$ cat config.mk
export PLATFORM = sky130hd
export DESIGN_NAME = epoch_seconds_to_calendar
export DESIGN_NICKNAME = d
export VERILOG_FILES = /design/src/sv/e2c_pkg.sv /design/src/sv/epoch_seconds_to_calendar.sv /design/src/sv/e2c_ctl.sv /design/src/sv/e2c_cdiv.sv /design/src/sv/e2c_date.sv
export SDC_FILE = /design/constraint.sdc
export NUM_CORES = 2
export LEC_CHECK = 0
export ABC_AREA = 1
export BUFFER_PORTS_ARGS = -buffer_cell sky130_fd_sc_hd__buf_2
export CORE_MARGIN = 8
export CORE_UTILIZATION = 30
export DETAILED_ROUTE_END_ITERATION = 10
export GPL_ROUTABILITY_DRIVEN = 0
export GPL_TIMING_DRIVEN = 0
export PLACE_DENSITY = 0.42
export SLEW_MARGIN = 15
export SYNTH_ARGS = -nofsm -noshare
export SYNTH_HDL_FRONTEND = slang
export SYNTH_SLANG_ARGS = --single-unit
$ cat constraint.sdc
create_clock -name clk -period 8.4 [get_ports clk]
set_input_delay 0 -clock clk [delete_from_list [all_inputs] [get_ports clk]]
set_output_delay 0 -clock clk [all_outputs]
set_load 0.02 [all_outputs]
$ cat src/sv/e2c_pkg.sv
package e2c_pkg;

  localparam int unsigned NUM_STAGES = 15;

  localparam int unsigned SEC_SHIFT      = 7;
  localparam int unsigned DAY_ODD        = 675;
  localparam int unsigned EPOCH_SHIFT    = 719468;
  localparam int unsigned WEEKDAY_SHIFT  = 4;
  localparam int unsigned DAYS_PER_WEEK  = 7;
  localparam int unsigned SEC_PER_HOUR   = 3600;
  localparam int unsigned SEC_PER_MIN    = 60;
  localparam int unsigned DAYS_PER_ERA   = 146097;
  localparam int unsigned DAYS_PER_4Y    = 1460;
  localparam int unsigned DAYS_PER_100Y  = 36524;
  localparam int unsigned DAYS_ERA_LAST  = 146096;
  localparam int unsigned DAYS_PER_YEAR  = 365;
  localparam int unsigned YEARS_PER_CENT = 100;
  localparam int unsigned YEARS_PER_ERA  = 400;
  localparam int unsigned BASE_YEAR      = 1900;
  localparam int unsigned MP_JANUARY     = 10;
  localparam int unsigned MP_TO_MONTH    = 2;
  localparam int unsigned JAN_DOY_OFFSET = 305;
  localparam int unsigned MAR_DOY_OFFSET = 60;

  localparam int unsigned SOD_W  = 17;
  localparam int unsigned DOE_W  = 18;
  localparam int unsigned YOE_W  = 9;
  localparam int unsigned DOY_W  = 9;
  localparam int unsigned YEAR_W = 10;

  // first day of each month, counted from March 1
  localparam logic [DOY_W-1:0] MAR_START [12] = '{
    9'd0, 9'd31, 9'd61, 9'd92, 9'd122, 9'd153,
    9'd184, 9'd214, 9'd245, 9'd275, 9'd306, 9'd337
  };

  typedef struct packed {
    logic [NUM_STAGES:1] ld;
    logic [NUM_STAGES:1] valid;
  } ctl_t;

  typedef struct packed {
    logic [YEAR_W-1:0] year;
    logic [3:0]        month;
    logic [4:0]        dom;
    logic [DOY_W-1:0]  doy;
  } date_t;

  typedef struct packed {
    logic [2:0] wd;
    logic [4:0] hr;
    logic [5:0] mi;
    logic [5:0] se;
  } tod_t;

endpackage

$ cat src/sv/epoch_seconds_to_calendar.sv
// Converts a count of seconds since 1970-01-01 00:00:00 into a Gregorian
// calendar breakdown: year since 1900, month, day of month, day of year,
// weekday, hour, minute and second.
// Input channel in_*: one timestamp per transfer, low SECONDS_WIDTH bits of
// in_tdata; higher bits are ignored.
// Output channel out_*: one result per input, in input order.
// The pipeline has 15 register stages, built around the chain of constant
// dividers (seconds to days, days to 400-year era, era to year, year to
// century), each a registered multiply and a registered correction.
// Throughput: one transfer per cycle while out_tready stays high.
// When out_tready is low, the result holds in the output register and the
// pipeline keeps accepting input until every stage is full; in_tready then
// drops and nothing is lost or repeated.
// Reset clears all stage valid bits; no result is pending after reset.
module epoch_seconds_to_calendar #(
  parameter int unsigned SECONDS_WIDTH = 34,
  localparam int unsigned IN_TDATA_W = ((SECONDS_WIDTH + 7) / 8) * 8
) (
  input  logic                  clk,
  input  logic                  rst_n,
  input  logic                  in_tvalid,
  output logic                  in_tready,
  input  logic [IN_TDATA_W-1:0] in_tdata,   // epoch_seconds
  output logic                  out_tvalid,
  input  logic                  out_tready,
  output logic [47:0]           out_tdata   // years_since_1900, month_index, day_of_month,
                                            // day_of_year, weekday, hour_of_day,
                                            // minute_of_hour, second_of_minute
);
  import e2c_pkg::*;

  localparam int unsigned XW1 = SECONDS_WIDTH - SEC_SHIFT;
  localparam int unsigned DW  = SECONDS_WIDTH - 16;
  localparam int unsigned ZW  = ((DW > 20) ? DW : 20) + 1;
  localparam int unsigned EW  = ZW - 17;
  localparam int unsigned WW  = DW + 1;

  ctl_t ctl;

  logic [SEC_SHIFT-1:0] t7_r [1:2];
  logic [DW-1:0]        days;
  logic [9:0]           rem675;
  logic [ZW-1:0]        z3_r;
  logic [WW-1:0]        w3_r;
  logic [SOD_W-1:0]     sec3_r;
  logic [EW-1:0]        era;
  logic [DOE_W-1:0]     doe;
  logic [2:0]           wday;
  logic [5:0]           hour_q;
  logic [11:0]          sec_of_hour;
  logic [6:0]           min_q;
  logic [5:0]           sec_q;
  logic [2:0]           wd6_r;
  logic [2:0]           wd7_r;
  logic [4:0]           hr6_r;
  logic [4:0]           hr7_r;
  tod_t                 tod_r [8:15];
  date_t                date;

  e2c_ctl u_ctl (
    .clk(clk), .rst_n(rst_n), .in_valid_i(in_tvalid), .out_ready_i(out_tready), .ctl_o(ctl)
  );

  e2c_cdiv #(.XW(XW1), .C(DAY_ODD)) u_div_day (
    .clk(clk), .en_a(ctl.ld[1]), .en_b(ctl.ld[2]),
    .x_i(in_tdata[SECONDS_WIDTH-1:SEC_SHIFT]), .q_o(days), .r_o(rem675)
  );

  always_ff @(posedge clk) begin
    if (ctl.ld[1]) begin
      t7_r[1] <= in_tdata[SEC_SHIFT-1:0];
    end
    if (ctl.ld[2]) begin
      t7_r[2] <= t7_r[1];
    end
    if (ctl.ld[3]) begin
      z3_r   <= ZW'(days) + ZW'(EPOCH_SHIFT);
      w3_r   <= WW'(days) + WW'(WEEKDAY_SHIFT);
      sec3_r <= {rem675, t7_r[2]};
    end
  end

  e2c_cdiv #(.XW(ZW), .C(DAYS_PER_ERA)) u_div_era (
    .clk(clk), .en_a(ctl.ld[4]), .en_b(ctl.ld[5]), .x_i(z3_r), .q_o(era), .r_o(doe)
  );

  e2c_cdiv #(.XW(WW), .C(DAYS_PER_WEEK)) u_div_week (
    .clk(clk), .en_a(ctl.ld[4]), .en_b(ctl.ld[5]), .x_i(w3_r), .q_o(), .r_o(wday)
  );

  e2c_cdiv #(.XW(SOD_W), .C(SEC_PER_HOUR)) u_div_hour (
    .clk(clk), .en_a(ctl.ld[4]), .en_b(ctl.ld[5]), .x_i(sec3_r), .q_o(hour_q),
    .r_o(sec_of_hour)
  );

  e2c_cdiv #(.XW(12), .C(SEC_PER_MIN)) u_div_min (
    .clk(clk), .en_a(ctl.ld[6]), .en_b(ctl.ld[7]), .x_i(sec_of_hour), .q_o(min_q),
    .r_o(sec_q)
  );

  always_ff @(posedge clk) begin
    if (ctl.ld[6]) begin
      wd6_r <= wday;
      hr6_r <= hour_q[4:0];
    end
    if (ctl.ld[7]) begin
      wd7_r <= wd6_r;
      hr7_r <= hr6_r;
    end
    if (ctl.ld[8]) begin
      tod_r[8] <= '{wd: wd7_r, hr: hr7_r, mi: min_q[5:0], se: sec_q};
    end
    for (int i = 9; i <= NUM_STAGES; i++) begin
      if (ctl.ld[i]) begin
        tod_r[i] <= tod_r[i-1];
      end
    end
  end

  e2c_date #(.EW(EW)) u_date (
    .clk(clk), .ctl_i(ctl), .era_i(era), .doe_i(doe), .date_o(date)
  );

  assign in_tready  = ctl.ld[1];
  assign out_tvalid = ctl.valid[NUM_STAGES];
  assign out_tdata  = {tod_r[15].se, tod_r[15].mi, tod_r[15].hr, tod_r[15].wd,
                       date.doy, date.dom, date.month, date.year};

  a_fields_range: assert property (@(posedge clk) disable iff (!rst_n)
    out_tvalid |-> (date.month < 4'd12) && (date.dom != 5'd0) && (date.doy != 9'd0) &&
                   (tod_r[15].wd < 3'd7) && (tod_r[15].hr < 5'd24) &&
                   (tod_r[15].mi < 6'd60) && (tod_r[15].se < 6'd60))
    else $error("calendar field out of range");

  a_january_doy: assert property (@(posedge clk) disable iff (!rst_n)
    (out_tvalid && (date.month == 4'd0)) |-> (date.doy == {4'd0, date.dom}))
    else $error("day of year disagrees with January date");

  a_empty_accepts: assert property (@(posedge clk) disable iff (!rst_n)
    !out_tvalid |-> in_tready)
    else $error("input stalled while output register empty");

endmodule

$ cat src/sv/e2c_ctl.sv
module e2c_ctl (
  input  logic          clk,
  input  logic          rst_n,
  input  logic          in_valid_i,
  input  logic          out_ready_i,
  output e2c_pkg::ctl_t ctl_o
);
  import e2c_pkg::*;

  logic [NUM_STAGES:1] v_r;
  logic [NUM_STAGES:1] ld;

  // a stage loads when it is empty or its content moves on
  always_comb begin
    ld[NUM_STAGES] = !v_r[NUM_STAGES] || out_ready_i;
    for (int i = NUM_STAGES - 1; i >= 1; i--) begin
      ld[i] = !v_r[i] || ld[i+1];
    end
  end

  always_ff @(posedge clk) begin
    if (!rst_n) begin
      v_r <= '0;
    end else begin
      if (ld[1]) begin
        v_r[1] <= in_valid_i;
      end
      for (int i = 2; i <= NUM_STAGES; i++) begin
        if (ld[i]) begin
          v_r[i] <= v_r[i-1];
        end
      end
    end
  end

  assign ctl_o.ld    = ld;
  assign ctl_o.valid = v_r;

endmodule

$ cat src/sv/e2c_cdiv.sv
module e2c_cdiv #(
  parameter int unsigned XW = 18,
  parameter int unsigned C  = 365
) (
  input  logic                        clk,
  input  logic                        en_a,
  input  logic                        en_b,
  input  logic [XW-1:0]               x_i,
  output logic [XW-$clog2(C+1):0]     q_o,
  output logic [$clog2(C+1)-1:0]      r_o
);
  localparam int unsigned CW = $clog2(C + 1);
  localparam int unsigned QW = XW - CW + 1;
  localparam int unsigned PW = XW + QW;
  localparam logic [QW-1:0] RECIP = QW'((64'd1 << XW) / C);

  logic [PW-1:0] prod_r;
  logic [XW-1:0] x_r;
  logic [QW-1:0] q_r;
  logic [CW-1:0] r_r;
  logic [QW-1:0] q_est;
  logic [XW:0]   diff;
  logic [CW:0]   rem_est;
  logic [QW-1:0] q_nxt;
  logic [CW-1:0] r_nxt;

  // truncated reciprocal: estimate is exact or one short
  always_comb begin
    q_est   = prod_r[XW +: QW];
    diff    = {1'b0, x_r} - (XW+1)'((XW+1)'(q_est) * (XW+1)'(C));
    rem_est = diff[CW:0];
    if (rem_est >= (CW+1)'(C)) begin
      q_nxt = q_est + QW'(1);
      r_nxt = CW'(rem_est - (CW+1)'(C));
    end else begin
      q_nxt = q_est;
      r_nxt = rem_est[CW-1:0];
    end
  end

  always_ff @(posedge clk) begin
    if (en_a) begin
      prod_r <= PW'(x_i) * PW'(RECIP);
      x_r    <= x_i;
    end
    if (en_b) begin
      q_r <= q_nxt;
      r_r <= r_nxt;
    end
  end

  assign q_o = q_r;
  assign r_o = r_r;

endmodule

$ cat src/sv/e2c_date.sv
module e2c_date #(
  parameter int unsigned EW = 4
) (
  input  logic                          clk,
  input  e2c_pkg::ctl_t                 ctl_i,
  input  logic [EW-1:0]                 era_i,
  input  logic [e2c_pkg::DOE_W-1:0]     doe_i,
  output e2c_pkg::date_t                date_o
);
  import e2c_pkg::*;

  localparam int unsigned Q4Y_W   = DOE_W - $clog2(DAYS_PER_4Y + 1) + 1;
  localparam int unsigned Q100Y_W = DOE_W - $clog2(DAYS_PER_100Y + 1) + 1;
  localparam int unsigned QERA_W  = DOE_W - $clog2(DAYS_ERA_LAST + 1) + 1;
  localparam int unsigned QYR_W   = DOE_W - $clog2(DAYS_PER_YEAR + 1) + 1;
  localparam int unsigned QC_W    = YOE_W - $clog2(YEARS_PER_CENT + 1) + 1;
  localparam int unsigned RC_W    = $clog2(YEARS_PER_CENT + 1);
  localparam int unsigned E4_W    = EW + 9;

  logic [DOE_W-1:0]  doe_d_r [6:12];
  logic [EW-1:0]     era_d_r [6:12];
  logic [Q4Y_W-1:0]  q4y;
  logic [Q100Y_W-1:0] q100y;
  logic [QERA_W-1:0] qera;
  logic [DOE_W-1:0]  n8_r;
  logic [QYR_W-1:0]  qyr;
  logic [YOE_W-1:0]  yoe11_r;
  logic [YOE_W-1:0]  yoe12_r;
  logic [QC_W-1:0]   qcent;
  logic [RC_W-1:0]   rcent;
  logic [DOY_W-1:0]  doy13_r;
  logic              leap13_r;
  logic [YEAR_W-1:0] yb13_r;
  logic [DOY_W-1:0]  doy14_r;
  logic              leap14_r;
  logic [YEAR_W-1:0] yb14_r;
  logic [3:0]        mp14_r;
  date_t             date_r;

  logic [DOE_W-1:0]  doy_full;
  logic [E4_W-1:0]   era400;
  logic              leap_nxt;
  logic [YEAR_W-1:0] yb_nxt;
  logic [3:0]        mp_nxt;
  logic              jan;
  date_t             date_nxt;

  always_ff @(posedge clk) begin
    if (ctl_i.ld[6]) begin
      doe_d_r[6] <= doe_i;
      era_d_r[6] <= era_i;
    end
    for (int i = 7; i <= 12; i++) begin
      if (ctl_i.ld[i]) begin
        doe_d_r[i] <= doe_d_r[i-1];
        era_d_r[i] <= era_d_r[i-1];
      end
    end
  end

  e2c_cdiv #(.XW(DOE_W), .C(DAYS_PER_4Y)) u_div_4y (
    .clk(clk), .en_a(ctl_i.ld[6]), .en_b(ctl_i.ld[7]), .x_i(doe_i), .q_o(q4y), .r_o()
  );

  e2c_cdiv #(.XW(DOE_W), .C(DAYS_PER_100Y)) u_div_100y (
    .clk(clk), .en_a(ctl_i.ld[6]), .en_b(ctl_i.ld[7]), .x_i(doe_i), .q_o(q100y), .r_o()
  );

  e2c_cdiv #(.XW(DOE_W), .C(DAYS_ERA_LAST)) u_div_era (
    .clk(clk), .en_a(ctl_i.ld[6]), .en_b(ctl_i.ld[7]), .x_i(doe_i), .q_o(qera), .r_o()
  );

  // day count with leap days folded out, a multiple of 365 per year
  always_ff @(posedge clk) begin
    if (ctl_i.ld[8]) begin
      n8_r <= doe_d_r[7] - DOE_W'(q4y) + DOE_W'(q100y) - DOE_W'(qera);
    end
  end

  e2c_cdiv #(.XW(DOE_W), .C(DAYS_PER_YEAR)) u_div_year (
    .clk(clk), .en_a(ctl_i.ld[9]), .en_b(ctl_i.ld[10]), .x_i(n8_r), .q_o(qyr), .r_o()
  );

  e2c_cdiv #(.XW(YOE_W), .C(YEARS_PER_CENT)) u_div_cent (
    .clk(clk), .en_a(ctl_i.ld[11]), .en_b(ctl_i.ld[12]), .x_i(qyr[YOE_W-1:0]),
    .q_o(qcent), .r_o(rcent)
  );

  always_ff @(posedge clk) begin
    if (ctl_i.ld[11]) begin
      yoe11_r <= qyr[YOE_W-1:0];
    end
    if (ctl_i.ld[12]) begin
      yoe12_r <= yoe11_r;
    end
  end

  always_comb begin
    doy_full = doe_d_r[12]
             - DOE_W'(DOE_W'(yoe12_r) * DOE_W'(DAYS_PER_YEAR))
             - DOE_W'(yoe12_r >> 2)
             + DOE_W'(qcent);
    leap_nxt = (yoe12_r[1:0] == 2'd0) && ((rcent != '0) || (yoe12_r == '0));
    era400   = E4_W'(era_d_r[12]) * E4_W'(YEARS_PER_ERA);
    yb_nxt   = era400[YEAR_W-1:0] + YEAR_W'(yoe12_r) - YEAR_W'(BASE_YEAR);
  end

  always_ff @(posedge clk) begin
    if (ctl_i.ld[13]) begin
      doy13_r  <= doy_full[DOY_W-1:0];
      leap13_r <= leap_nxt;
      yb13_r   <= yb_nxt;
    end
  end

  always_comb begin
    mp_nxt = '0;
    for (int i = 1; i < 12; i++) begin
      mp_nxt = mp_nxt + {3'd0, (doy13_r >= MAR_START[i])};
    end
  end

  always_ff @(posedge clk) begin
    if (ctl_i.ld[14]) begin
      doy14_r  <= doy13_r;
      leap14_r <= leap13_r;
      yb14_r   <= yb13_r;
      mp14_r   <= mp_nxt;
    end
  end

  always_comb begin
    jan          = (mp14_r >= 4'(MP_JANUARY));
    date_nxt.dom = 5'(doy14_r - MAR_START[mp14_r] + DOY_W'(1));
    if (jan) begin
      date_nxt.month = mp14_r - 4'(MP_JANUARY);
      date_nxt.doy   = doy14_r - DOY_W'(JAN_DOY_OFFSET);
      date_nxt.year  = yb14_r + YEAR_W'(1);
    end else begin
      date_nxt.month = mp14_r + 4'(MP_TO_MONTH);
      date_nxt.doy   = doy14_r + DOY_W'(MAR_DOY_OFFSET) + DOY_W'(leap14_r);
      date_nxt.year  = yb14_r;
    end
  end

  always_ff @(posedge clk) begin
    if (ctl_i.ld[15]) begin
      date_r <= date_nxt;
    end
  end

  assign date_o = date_r;

endmodule

Yosys cells after proc, flatten, opt, wreduce, memory -nomap -nowiden --
Memory sizes are Yosys's and may differ from the RTL's. A register that Yosys moved wholly into a read port is not among the register bits. Cells that the tools add are included.
Word-level totals: bits in registers 619, RAM bits 328, memory bits (read-only) 144, input port bits 44, output and inout port bits 50, logic and storage cells 245, memories kept 5
Cells by class: add/subtract/negate cells 51, multiply operators 20, magnitude comparators 23, multiplexer cells 43, bitwise gates (word level) 1, reductions and logical operators 35
Memory list:
- tod_r | words 8, bits a word 20, rd ports 8, clocked after memory_dff 0, write ports 8, RTL line epoch_seconds_to_calendar.sv:57 | tod_t tod_r [8:15];
- (no name shown) | words 16, bits a word 9, rd ports 1, clocked after memory_dff 0, write ports 0, RTL line e2c_date.sv:134 | date_nxt.dom = 5'(doy14_r - MAR_START[mp14_r] + DOY_W'(1));
- u_date.doe_d_r | words 7, bits a word 18, rd ports 7, clocked after memory_dff 0, write ports 7, RTL line e2c_date.sv:20 | logic [DOE_W-1:0] doe_d_r [6:12];
- u_date.era_d_r | words 7, bits a word 4, rd ports 7, clocked after memory_dff 0, write ports 7, RTL line e2c_date.sv:21 | logic [EW-1:0] era_d_r [6:12];
- t7_r | words 2, bits a word 7, rd ports 2, clocked after memory_dff 1, write ports 2, RTL line epoch_seconds_to_calendar.sv:40 | logic [SEC_SHIFT-1:0] t7_r [1:2];
Operator list (count):
- $mul 27x18->45 const B | 1
- $add 4x1->4 | 9
- $ge 9x8->1 const B | 4
- $mux 18 | 2
- $mul 19x16->35 const B | 1
- $ge 9x9->1 const B | 3
- $mul 18x9->27 const B | 1
- $mul 18x8->26 const B | 1
- $mux 1 | 25
- $mul 21x3->24 const B | 1
- $add 18x20->21 const B | 1
- $mul 17x4->21 const B | 1
- $mul 18x3->21 const B | 1
- $sub 10x10->10 const B | 2
- $add 18x3->19 const B | 1
- $ge 19x18->1 const B | 1
- $mul 4x18->19 const B | 1
- $sub 19x19->19 | 1
- $add 18x1->18 const B | 1
- $add 18x3->18 | 1
- $ge 18x18->1 const B | 1
- $ge 9x7->1 const B | 2
- $mul 18x10->11 const B | 1
- $mux 9 | 2
- other kinds (72) | 108

Longest topological paths before layout --
depth in word-level cells 18, mapped depth 26, gate-level depth less buffers 26

Cells and area by module --
Synthesis repeated with hierarchy kept, for this count alone.
Unflattened totals: cells, all modules 7330, area, all modules 69088.8 sq um
By module, submodules not included:
- e2c_cdiv (u_div_day) | times used 1, cells each 1437, area each 12224.2 sq um, sequential area each 1711.6 sq um
- e2c_date | times used 1, cells each 879, area each 10936.7 sq um, sequential area each 6516.2 sq um
- epoch_seconds_to_calendar | times used 1, cells each 427, area each 8271.7 sq um, sequential area each 7267.0 sq um
- e2c_cdiv (u_div_week) | times used 1, cells each 936, area each 6871.6 sq um, sequential area each 1231.2 sq um
- e2c_cdiv (u_date.u_div_year) | times used 1, cells each 745, area each 6545.0 sq um, sequential area each 1171.1 sq um
- e2c_cdiv (u_date.u_div_4y) | times used 1, cells each 727, area each 5988.2 sq um, sequential area each 1171.1 sq um
- e2c_cdiv (u_div_era) | times used 1, cells each 712, area each 5450.2 sq um, sequential area each 1351.3 sq um
- e2c_cdiv (u_date.u_div_100y) | times used 1, cells each 527, area each 4092.7 sq um, sequential area each 1171.1 sq um
- e2c_cdiv (u_div_hour) | times used 1, cells each 327, area each 2892.8 sq um, sequential area each 1111.1 sq um
- e2c_cdiv (u_div_min) | times used 1, cells each 226, area each 2034.5 sq um, sequential area each 810.8 sq um
- e2c_cdiv (u_date.u_div_era) | times used 1, cells each 143, area each 1627.8 sq um, sequential area each 1111.1 sq um
- e2c_cdiv (u_date.u_div_cent) | times used 1, cells each 178, area each 1521.5 sq um, sequential area each 630.6 sq um
- e2c_ctl | times used 1, cells each 66, area each 631.9 sq um, sequential area each 300.3 sq um

Least setup slack after synthesis --
OpenSTA, ideal clock, no wires.
path kind register to register, start register u_ctl.v_r[15] (netlist bit), end memory t7_r[1][0], enable pin, library setup time 0.661 ns, arrival 6.361 ns, required time 7.739 ns, setup slack 1.379 ns, stages on the path, launching flop included 14, path buffers 0, clock period less this slack 7.021 ns, path through dfxtp_1 inv_1 nor2_4 nand4_4 nor2_4 nand2_2 nor2_4 nand2_2 nor2_4 nand2_1 nor2_2 nand2_2 nor2_2 nand3_1
RTL lines:
- start: declaration | RTL line e2c_ctl.sv:10 | logic [NUM_STAGES:1] v_r;
- start signal: indexed assignment | RTL line e2c_ctl.sv:30 | v_r[i] <= v_r[i-1];
- end: declaration | RTL line epoch_seconds_to_calendar.sv:40

==> out/metrics.csv <==
metric;value;unit
Critical Path AT;5.90;ns
Num CTS Buffers;82;
Max Cap Viol;0;
Final WS setup;2.50;ns
first-pass GRT wire length;192000;microns
Yosys reg bits;707;
post-synthesis compound-gate area fraction;5.38;%
status;finished clean;
area grow syn2layout;12.2;%
Core Area;0.183;sq mm
Routed WL;118000;microns
Cell Area, Synth;0.0554;sq mm
minimum clock period;5.90;ns
Layout Nets;6749;
CTS resizes;0;
Sink Count;707;
CTS tree;yes;
Post-synth EDFFs;692;
buffers added on ports;87;
Slew HR;29.0;%
number of global-route vias before repair;36400;
Worst-path clk slew;0.06;ns
Synth async-reset ratio;0;%
FF/Latch Area;0.0211;sq mm
adder-cell share of the synthesized area;33.1;%
ys flop type;edfxtp_1;
post-synthesis xor/xnor area fraction;5.23;%
Least-Margin Pin Slew;1.06;ns
CP max FO;52;
Die Ht;446;microns
largest family of logic cells by synthesized area;adder cells;
leading area contributor after synthesis;edfxtp_1;
reg2reg setup slack;3.12;ns
Pre-antenna DRT Iters;5;
vias;34600;
CP startpoint;u_ctl.v_r[15];
kind of start point of the critical path;flip-flop;
sequential share of the synthesized area;38.1;%
worst slack at placement;2.91;ns
simple-gate share of the synthesized area;10.2;%
Fin Clk Skew;0.0789;ns
crit path capture type;output port;
Wirelength per Cell;14.7;microns
RSZ-0062 raised after global routing;no;
Skew-Pair Late Insertion Delay;0.72;ns
Worst Hold Class;in -> reg;
CP Data Required Time;8.40;ns
syn_area_per_cell;10.5;sq um
Fin. Hold Viols;0;
DRC;0;
Placed Cells;7828;
CTS Buffer Depth;3;
H-tree depth;3;
FMAX;0.169;GHz
DIE AREA;0.199;sq mm
Layout fillers;18600;
reg2reg start;u_ctl.v_r[15];
Detail Placement HPWL;95600;microns
hold_sp;rst_n;
Final ANT Viol Nets;0;
most frequent cells in the layout;1078 x inv_1, 832 x ha_1, 762 x nand2_1;
most common cell after layout, fill and taps aside;inv_1;
num rows;157;
crit share post-route;70.3;%
CP Class;reg -> out;
CTS Root Cell;clkbuf_16;
GR Util All Layers;11.9;%
largest net degree at the start of global routing;53;
worst hold slack;0.110;ns
setup tns final;0;ns
Finished Layout Cells;8005;
Synth Instances;5265;
Net Count, Synth;6538;
Iteration-0 DRC Markers;1293;
Initial Util;30.2;%
Final Setup Violations;0;
area occupied by multi-input gates;0.0299;sq mm
layout cells sized above 1;5.38;%
top cells by area, synth;edfxtp_1 38%, ha_1 19%, fa_1 14%;
Die W;446;microns
Syn. warnings;0;
GR Overflow Total;0;
initial antenna violation count;2;
Vias per Instance;4.33;
post-synthesis mux area share;0;%
Yosys top cell area share;37.5;%
Yosys cell types;54;
post-CTS setup buffer count;0;
Ports;94;
max-slew violation count;0;
-- cells by family (layout without fill, tap and decap cells) --
| family | after synthesis | in the layout |
|---|---|---|
| DFF | 707 | 707 |
| adders and majority gates | 1229 | 1229 |
| xor gates and xnor gates | 329 | 329 |
| other | 0 | 2 |
| buffers and inverters | 1135 | 1409 |
| AOI/OAI and AO/OA | 531 | 531 |
| and+or+nand+nor | 1334 | 1334 |
-- registers in the layout, summed over array words and instances (netlist names), 11 cells and up --
register / flops
u_date.doe_d_r: 80
u_div_day.prod_r: 18
u_div_day.q_o: 18
sec3_r: 17
z3_r: 16
w3_r: 19
u_div_day.x_r: 11
u_div_era.x_r: 19
tod_r: 160
u_div_hour.r_o: 12
u_date.era_d_r: 28
u_date.n8_r: 18
u_div_era.r_o: 18
u_div_hour.x_r: 13
u_date.date_o: 28
t7_r: 14
u_ctl.v_r: 15
-- metrics by stage --
stage | util (%) | area (sq um)
after floorplan | - | 55400
after global placement | 32.1 | 58900
after detailed placement | 32.3 | 59200
after CTS | 33.9 | 62200
after global routing | 33.9 | 62200
final | 33.9 | 62200
-- critical path, cell delays in order, from the launching register on --
cell and delay [ns]:
dfxtp_1 0.35, inv_1 0.07, nor2_4 0.19, nand4_4 0.80
nor2_4 0.45, nand2_4 0.43, nor2_4 0.32, nand2_4 0.22
nor2_4 0.21, nand2_4 0.19, nor2_2 0.26, nand2_4 0.42
nor2_2 0.38, nand3_2 0.32, buf_12 0.27, buf_2 0.20
-- area by class of cell --
| cell class | instances | area share [%] |
|---|---|---|
| Antenna cell | 2 | 0.00805 |
| Sequential cell | 707 | 33.9 |
| Multi-Input combinational cell | 3423 | 48.2 |
| Inverter | 1087 | 6.57 |
| Buffer | 48 | 0.511 |
| Clock inverter | 53 | 0.902 |
| Timing Repair Buffer | 127 | 1.59 |
| Clock buffer | 94 | 3.39 |
| Tap cell | 2464 | 4.96 |
-- metal layers --
layer	up-vias	wire length (microns)	global-route usage [%]
met4	0	2560	3.20
met3	126	3130	1.45
met1	16500	53100	14.8
met5	-	0	0
met2	324	58800	21.7
li1	17700	-	-
-- path summary, 6_finish.rpt --
kind	depth (start not counted)	endpoint
max	15	in_tready
max reg2reg	14	u_div_day.prod_r[42]
min	3	u_ctl.v_r[9]
min reg2reg	0	tod_r[1][113]
-- cells in the mapped netlist (11+ instances only) --
| cell | number |
|---|---|
| o21a_1 | 11 |
| nand3b_1 | 21 |
| nand2_1 | 765 |
| xor2_1 | 210 |
| nand3_1 | 193 |
| xnor2_1 | 117 |
| edfxtp_1 | 692 |
| buf_4 | 27 |
| a31oi_1 | 17 |
| a21boi_0 | 14 |
| ha_1 | 832 |
| o21ai_0 | 141 |
| dfxtp_1 | 15 |
| a21o_1 | 18 |
| clkbuf_1 | 11 |
| nor2_1 | 220 |
| o21bai_1 | 15 |
| nand4_1 | 42 |
| fa_1 | 397 |
| nor3_1 | 42 |
| inv_1 | 1084 |
| a21oi_1 | 263 |
| nor4_1 | 18 |
-- timing repair --
action	4_1_cts	5_1_grt
hold endpoints to repair	52	0
hold buffers	28	0
setup endpoints to repair	0	0
Power is not shown: default switching activity piles up to over one toggle a cycle in this logic, so the estimate is an artifact.
